==> src/rtl/btt_ram.sv <==
// Generic single-write, single-read RAM with registered read data.
// No dependencies.
`default_nettype none

module btt_ram #(
  parameter int WIDTH = 8,
  parameter int DEPTH = 16
) (
  input  wire logic                     clk,
  input  wire logic                     we,
  input  wire logic [$clog2(DEPTH)-1:0] wr_addr,
  input  wire logic [WIDTH-1:0]         wr_data,
  input  wire logic                     rd_en,
  input  wire logic [$clog2(DEPTH)-1:0] rd_addr,
  output logic      [WIDTH-1:0]         rd_data
);

  logic [WIDTH-1:0] mem [DEPTH];

  // Read-first: a read and write at one address return the old word.
  always_ff @(posedge clk) begin
    if (rd_en) begin
      rd_data <= mem[rd_addr];
    end
    if (we) begin
      mem[wr_addr] <= wr_data;
    end
  end

endmodule

`default_nettype wire

==> config.mk <==
export PLATFORM = sky130hd
export DESIGN_NAME = btt_ram
export DESIGN_NICKNAME = d
export VERILOG_FILES = /design/src/rtl/btt_ram.sv
export SDC_FILE = /design/constraint.sdc
export NUM_CORES = 1
export LEC_CHECK = 0
export BUFFER_PORTS_ARGS = -buffer_cell sky130_fd_sc_hd__clkbuf_2
export CAP_MARGIN = 20
export CORE_MARGIN = 8
export CORE_UTILIZATION = 39
export CTS_BUF_LIST = sky130_fd_sc_hd__clkbuf_4 sky130_fd_sc_hd__clkbuf_8 sky130_fd_sc_hd__clkbuf_16
export CTS_CLUSTER_SIZE = 40
export DETAILED_ROUTE_END_ITERATION = 7
export PLACE_DENSITY = 0.6
export SLEW_MARGIN = 20
export SYNTH_ARGS = -nofsm -noshare
export SYNTH_HDL_FRONTEND = slang
export SYNTH_SLANG_ARGS = --single-unit
export TNS_END_PERCENT = 50
==> constraint.sdc <==
create_clock -name clk -period 4 [get_ports clk]
set_clock_uncertainty 0.15 [all_clocks]
set_input_delay 0.6 -clock clk [delete_from_list [all_inputs] [get_ports clk]]
set_output_delay 0.6 -clock clk [all_outputs]
set_load 0.02 [all_outputs]
; Yosys cells after proc, flatten, opt, wreduce, memory -nomap -nowiden
; Memory sizes are Yosys's and may differ from the RTL's. A register that Yosys moved wholly into a read port is not among the register bits.
; Index checks and enable logic that the tools add are counted.
[totals]
regBits = 0
ramBits = 128
in_bits = 19
out_inout_bits = 8
word_cells = 3
mem_count = 1
[classes]
mux = 2
[memory_table]
columns = memory, words, width, read_ports, rd_clocked_by_memory_dff, wr, line
row1 = mem, 16, 8, 1, 1, 1, 18  ; logic [WIDTH-1:0] mem [DEPTH];
[ops]
columns = op, count
row1 = 1-bit 2-to-1 mux, 2

; Logic depth before layout (Yosys ltp)
; Gate-level depths: netlist of the first run.
[depth]
ltp_word = 2
depth_mapped = 5
ltp_nobuf = 3

; Least setup slack after synthesis of the first run
; Ideal clock, no wire load.
[synth_timing]
path_type = input to register
startpoint = in wr_addr[2]
endpoint = mem mem[0][0], enable pin
setup_time_ns = 0.383
arrival_ns = 1.710
required_ns = 3.467
path_slack_ns = 1.757
stages = 2
n_path_buf = 0
cell_sequence = or3b_2 nor3_1
[synth_lines]
columns = element, line
row1 = "start, declared", 11  ; input wire logic [$clog2(DEPTH)-1:0] wr_addr,
row2 = "end, declared", 18
; Straight into the memory's write port.

==> results of run 1 <==
worst max-delay path: cells and delay by family:
kind                   cells  cell delay, ns
AND/OR/NAND/NOR            1            0.08
multiplexers               1            0.57
buffers and inverters      2            0.74
AO/OA/AOI/OAI              1            0.30
per-stage QoR:
| step | std cells | worst slack [ns] | utilization, % | area (um2) |
|---|---|---|---|---|
| 6_report | 458 | 1.699 | 46.41 | 6122 |
| 5_1_grt | 458 | 1.601 | 46.41 | 6122 |
| 4_1_cts | 458 | 1.676 | 46.41 | 6122 |
| 3_5_place_dp | 426 | 1.241 | 42.01 | 5542 |
| 3_3_place_gp | 426 | 1.244 | 42.01 | 5542 |
| 2_1_floorplan | 229 | 1.757 | - | 5228 |
Yosys cell counts:
library cell / number / area, um2
mux4_2: 18 / 405.4
nand3_1: 1 / 5.000
buf_6: 3 / 33.78
nor3_1: 4 / 20.02
nor2b_1: 1 / 6.260
nand3b_1: 2 / 15.01
nand2_1: 9 / 33.78
clkdlybuf4s25_2: 3 / 30.03
nand2b_1: 2 / 12.51
mux4_1: 14 / 367.9
buf_2: 3 / 15.01
and2b_1: 1 / 7.510
nor2_1: 13 / 48.80
or3b_2: 1 / 8.760
and2_1: 1 / 6.260
edfxtp_1: 136 / 4084
buf_4: 1 / 7.510
a22oi_1: 16 / 120.1
cell families (layout without fill, tap and decap cells):
logic type | Yosys count | after routing
buffers and inverters | 10 | 63
multiplexers | 32 | 32
flip-flops | 136 | 136
AO/OA/AOI/OAI | 16 | 16
AND/OR/NAND/NOR | 35 | 35
how the worst min path moves through the flow:
| stage | slack [ns] | cells after the start | end | from |
|---|---|---|---|---|
| after floorplan | 0.55 | 0 | mem[0][0] | wr_data[0] |
| after global placement | 0.58 | 3 | rd_data[1] | mem[15][1] |
| after detailed placement | 0.59 | 3 | rd_data[1] | mem[12][1] |
| after CTS | 0.46 | 1 | rd_data[2] | rd_en |
| after global routing | 0.47 | 1 | rd_data[2] | rd_en |
| final | 0.46 | 1 | rd_data[2] | rd_en |
cells in the final DEF, fill, tap and decap left out:
cell type,synthesis,layout
edfxtp_1,136,136
nand2b_1,2,2
buf_12,0,1
nand3_1,1,1
nor3_1,4,4
clkbuf_4,0,3
clkbuf_2,0,26
mux4_1,14,14
or3b_2,1,1
buf_4,1,4
bufinv_16,0,3
clkinv_2,0,4
nor2b_1,1,1
a22oi_1,16,16
clkinvlp_4,0,1
nor2_1,13,13
and2_1,1,1
nand3b_1,2,2
nand2_1,9,9
clkbuf_16,0,17
clkinv_1,0,4
and2b_1,1,1
mux4_2,18,18
where the power goes:
| group | internal, mW | leakage, nW | switching [mW] |
|---|---|---|---|
| registers | 1.61 | 1.24 | 0.00844 |
| logic | 0.0578 | 0.509 | 0.0876 |
| clock network | 0.985 | 0.288 | 0.526 |
per-layer routing:
metal	share of wire [%]	GRT usage, %	wire length [um]	up-vias
met5	0	0	0	-
met4	1.4	5.488	134	0
met3	6.9	4.002	667	9
met2	48	18.30	4600	95
met1	44	14.85	4213	1214
li1	-	-	-	1067
sequential cells by signal, summed over array words and instances, names as in the netlist:
| name | count |
|---|---|
| mem | 128 |
| rd_data | 8 |
cell type report:
type	count	area, um2
Sequential cell	136	4084
Fill cell	1092	7068
Clock inverter	12	132.6
Clock buffer	20	447.9
Timing Repair Buffer	31	180.2
Tap cell	176	220.2
Multi-Input combinational cell	83	1057
==> summary.md, run 1 <==
| Metric | Value |
|---|---|
| Crit-path slowest cell | mux4_1 |
| Largest net degree at the start of global routing | 33 |
| PostCTS Resize Cnt | 0 |
| WP data required | 4.01 ns |
| Critical path endpoint category | register |
| Power per cell area | 534.5 nW/um2 |
| Syn nets | 248 |
| Vias per std cell | 5.207 |
| Hold Slack | 0.4567 ns |
| Status | complete, no violations |
| Worst vdd ir | 274.1 uV |
| Leakage power | 2.033 nW |
| CP max stage delay | 0.57 ns |
| Mapped Area | 5228 um2 |
| Layout Area Growth over Synthesis | 17.11% |
| Num CTS Buffers | 17 |
| R2r startpoint | mem[9][4] |
| Max-slew violation count | 0 |
| Per-cell routed wire length | 21.00 um |
| Netlist cell types | 18 |
| Clock root buffer | clkbuf_16 |
| Post-Route WL | 9.617 mm |
| Final period utilization | 57.53% |
| Endpoints failing setup | 0 |
| Final min period | 2.301 ns |
| Synth Area in Simple Gates | 3.135% |
| CTS max path bufs | 2 |
| CP Data Arrival Time | 2.31 ns |
| Post-synthesis register bit count | 136 |
| Total Power | 3.272 mW |
| Remaining antenna violation count after routing | 0 |
| Initial antenna violation count | 0 |
| Syn avg cell area | 22.83 um2 |
| Complex-gate fraction of the synthesized area | 2.298% |
| Largest family of logic cells by synthesized area | multiplexers |
| Drt first pass iters | 4 |
| Critical-path maximum fanout | 18 |
| Input/output buffers | 26 |
| Final #Nets | 288 |
| Min-Delay Path Class | input port to register |
| Multiplexer area fraction after synthesis | 14.79% |
| Clock Pin Slew Worst Setup and Hold Paths | 0.06 ns |
| Max Cap Viol | 0 |
| Die height | 131.8 um |
| Drt drc | 0 |
| Gate Count Post-Synth | 229 |
| Core area | 13190 um2 |
| R2R depth | 3 |
| Worst skew pair latency | 0.41 ns |
| GRT Util Overall | 11.86% |
| Setup tns final | 0 ns |
| Hold buffers post-CTS | 0 |
| Syn. warnings | 0 |
| Post-Synth Adder-Cell Area | 0% |
| # diodes | 0 |
| Worst Setup EP | rd_data[2] |
| First-pass GRT wire length | 15.07 mm |
| Postcts setup bufs | 0 |
| Detailed Place HPWL | 6.470 mm |
| GR Overflow Total | 0 |
| Total vias in the final route | 2385 |
| Post-synthesis xor/xnor area fraction | 0% |
| Initial Utilization | 39.63% |
| Crit-path cells | clkbuf_2, buf_12, mux4_1, a22oi_1, nand2_1 |
| Worst-margin pin slew | 0.9323 ns |
| Die area | 17360 um2 |
| Clk sinks | 136 |
| I/O Pins | 27 |
| Post-synthesis sequential area ratio | 78.12% |
| FF-to-FF End | rd_data[4] |
| Htree depth | 4 |
| Die W | 131.8 um |
| Vias in the first global route | 2495 |
| Worst setup path category | input port to register |
| Crit path from | rd_addr[0] |
| Row cnt | 42 |
| Initial DRC Count | 244 |
| Max frequency | 434.6 MHz |
| Slack of the worst reg-to-reg path | 2.35 ns |
| Layout cell share with drive strength beyond 1 | 27.66% |
| Startpoint Class | input port |
| RD Place Congestion | 0.6896 |
| Unrepaired setup endpoints after global routing | false |
| Final hold vios | 0 |
| TritonCTS clock tree | done |
| Slew HR | 37.62% |
Note: power is estimated with default switching activity, not from simulation.
==> run 2: changes to the inputs <==
Clock period 4 ns to 2.4 ns, I/O delays scaled along.
==> summary.md, run 2 (synthesis results as in run 1) <==
| Metric | Value |
|---|---|
| Detailed Place HPWL | 6.590 mm (+1.9%) |
| RD Place Congestion | 0.7104 (+3.0%) |
| GRT met1 Usage | 16.24% (+1.4 points) |
| Leakage power | 2.170 nW (+6.8%) |
| Met2 GRT Util | 18.47% (+0.17 points) |
| Critical-path maximum fanout | 1 (-17) |
| Initial DRC Count | 259 (+6.1%) |
| Status | complete, no violations |
| Min-Delay Path Class | input port to register |
| Final core utilization | 48.31% (+1.9 points) |
| Critical path endpoint category | register |
| Setup tns final | 0 ns (unchanged) |
| GR Overflow Total | 0 (unchanged) |
| Worst setup path category | register to register |
| Power per cell area | 932.6 nW/um2 (+74%) |
| Final #Nets | 304 (+5.6%) |
| Max frequency | 595.3 MHz |
| Postcts setup bufs | 0 (unchanged) |
| Sw frac | 18.55% (-0.45 points) |
| Num CTS Buffers | 17 (unchanged) |
| CP Data Arrival Time | 1.68 ns (-0.63 ns) |
| CP max stage delay | 0.55 ns (-0.02 ns) |
| Htree depth | 4 (unchanged) |
| Drt first pass iters | 4 (unchanged) |
| Clk sinks | 136 (unchanged) |
| Largest net degree at the start of global routing | 33 (unchanged) |
| Row cnt | 42 (unchanged) |
| Layout Area Growth over Synthesis | 21.90% |
| Worst skew pair latency | 0.41 ns (about the same) |
| Initial Utilization | 39.63% (unchanged) |
| Startpoint Class | register |
| Vias in the first global route | 2599 (+4.2%) |
| Most common cell after layout, fill and taps aside | edfxtp_1 |
| Input/output buffers | 26 (unchanged) |
| WP data required | 2.40 ns (-1.61 ns) |
| Register area | 4084 um2 (unchanged) |
| Clock root buffer | clkbuf_16 |
| Cell Int Power | 4.840 mW (+83%) |
| Top flop regs | mem (128), rd_data (8) |
| Remaining antenna violation count after routing | 0 (unchanged) |
| Crit-path slowest cell | mux4_1 |
| Met3 Usage GRT | 3.735% (-0.27 points) |
| Most flops, register | mem |
| Clock Pin Slew Worst Setup and Hold Paths | 0.06 ns (about the same) |
| Core area | 13190 um2 (unchanged) |
| Max Cap Viol | 0 (unchanged) |
| Max reg flops | 128 (unchanged) |
| Unrepaired setup endpoints after global routing | false |
| CTS max path bufs | 2 (unchanged) |
| Die height | 131.8 um (unchanged) |
| Post-Route WL | 10.06 mm (+4.6%) |
| Filler cell count | 1061 (-2.8%) |
| GRT Util Overall | 12.36% (+0.50 points) |
| I/O Pins | 27 (unchanged) |
| Worst vdd ir | 474.6 uV (+73%) |
| Clock group share of total power | 50.3% (+4.1 points) |
| Endpoints failing setup | 0 (unchanged) |
| Comb pwr share | 4.4% (about the same) |
| Worst-margin pin slew | 0.7479 ns (-0.1844 ns) |
| Switch Pwr | 1.102 mW (+77%) |
| Crit-path cells | mux4_1, a22oi_1, nand2_1 |
| Layout cell share with drive strength beyond 1 | 32.55% (+4.9 points) |
| Initial antenna violation count | 0 (unchanged) |
| Final hold vios | 0 (unchanged) |
| Hold buffers post-CTS | 0 (unchanged) |
| Vias per std cell | 5.160 (-0.90%) |
| Final period utilization | 69.99% |
| First-pass GRT wire length | 15.71 mm (+4.3%) |
| Die area | 17360 um2 (unchanged) |
| Most frequent cells in the layout | edfxtp_1 (136), clkbuf_2 (26), mux4_2 (18), buf_4 (18), clkbuf_16 (17) |
| Per-cell routed wire length | 21.21 um (+1.0%) |
| Die W | 131.8 um (unchanged) |
| PostCTS Resize Cnt | 0 (unchanged) |
| Max-slew violation count | 0 (unchanged) |
| # diodes | 0 (unchanged) |
| Final min period | 1.680 ns |
| Total vias in the final route | 2446 (+2.6%) |
| Slew HR | 49.96% (+12 points) |
| TritonCTS clock tree | done |
| GR peak layer | met2 |
| Drt drc | 0 (unchanged) |
| Sequential power share | 45.3% (-4.1 points) |
| Multi-input logic area | 1057 um2 (unchanged) |
run 2: final cells by class:
type / instances / share of cell area [%]
Tap cell: 176 / 3.456
Clock inverter: 14 / 3.966
Sequential cell: 136 / 64.09
Timing Repair Buffer: 47 / 5.105
Clock buffer: 18 / 6.794
Multi-Input combinational cell: 83 / 16.59
run 2: power by group through the flow:
| stage | Combinational, mW | Clock (mW) | Sequential [mW] |
|---|---|---|---|
| after global placement | 0.258 | 0 | 2.74 |
| after detailed placement | 0.264 | 0 | 2.74 |
| after floorplan | 0.135 | 0 | 2.75 |
| after CTS | 0.265 | 3.03 | 2.69 |
| final | 0.259 | 2.99 | 2.69 |
| after global routing | 0.282 | 3.14 | 2.70 |
run 2: layer usage:
| layer | share of wire, % | routed length, um | vias up |
|---|---|---|---|
| met4 | 1.0 | 105 | 0 |
| met1 | 47 | 4681 | 1272 |
| met3 | 4.6 | 465 | 7 |
| li1 | - | - | 1096 |
| met2 | 48 | 4803 | 71 |
| met5 | 0 | 0 | - |
run 2: worst max-delay path: cells and delay by family (launching register included):
kind	cells	cell delay, ns
mux	1	0.55
flops	1	0.37
compound gates	1	0.26
simple gates	1	0.10
run 2: worst paths after layout:
path / startpoint / endpoint / slack, ns / cells after the start
worst max-delay path: mem[5][1] / rd_data[1] / 0.72 / 3
worst min-delay path: wr_data[2] / mem[4][2] / 0.22 / 1
worst max register to register: mem[5][1] / rd_data[1] / 0.72 / 3
worst min register to register: mem[14][0] / rd_data[0] / 0.60 / 3
run 2: stage by stage:
step	power, mW	cell area (um2)	cells	worst slack (ns)	hold slack [ns]
after floorplan	2.886	5228	229	0.3971	0.3089
after global placement	2.999	5687	442	0.3012	0.5777
after detailed placement	3.006	5687	442	0.3060	0.5964
after CTS	5.992	6372	474	0.7274	0.2072
after global routing	6.121	6372	474	0.6705	0.2126
final	5.943	6372	474	0.7202	0.2202
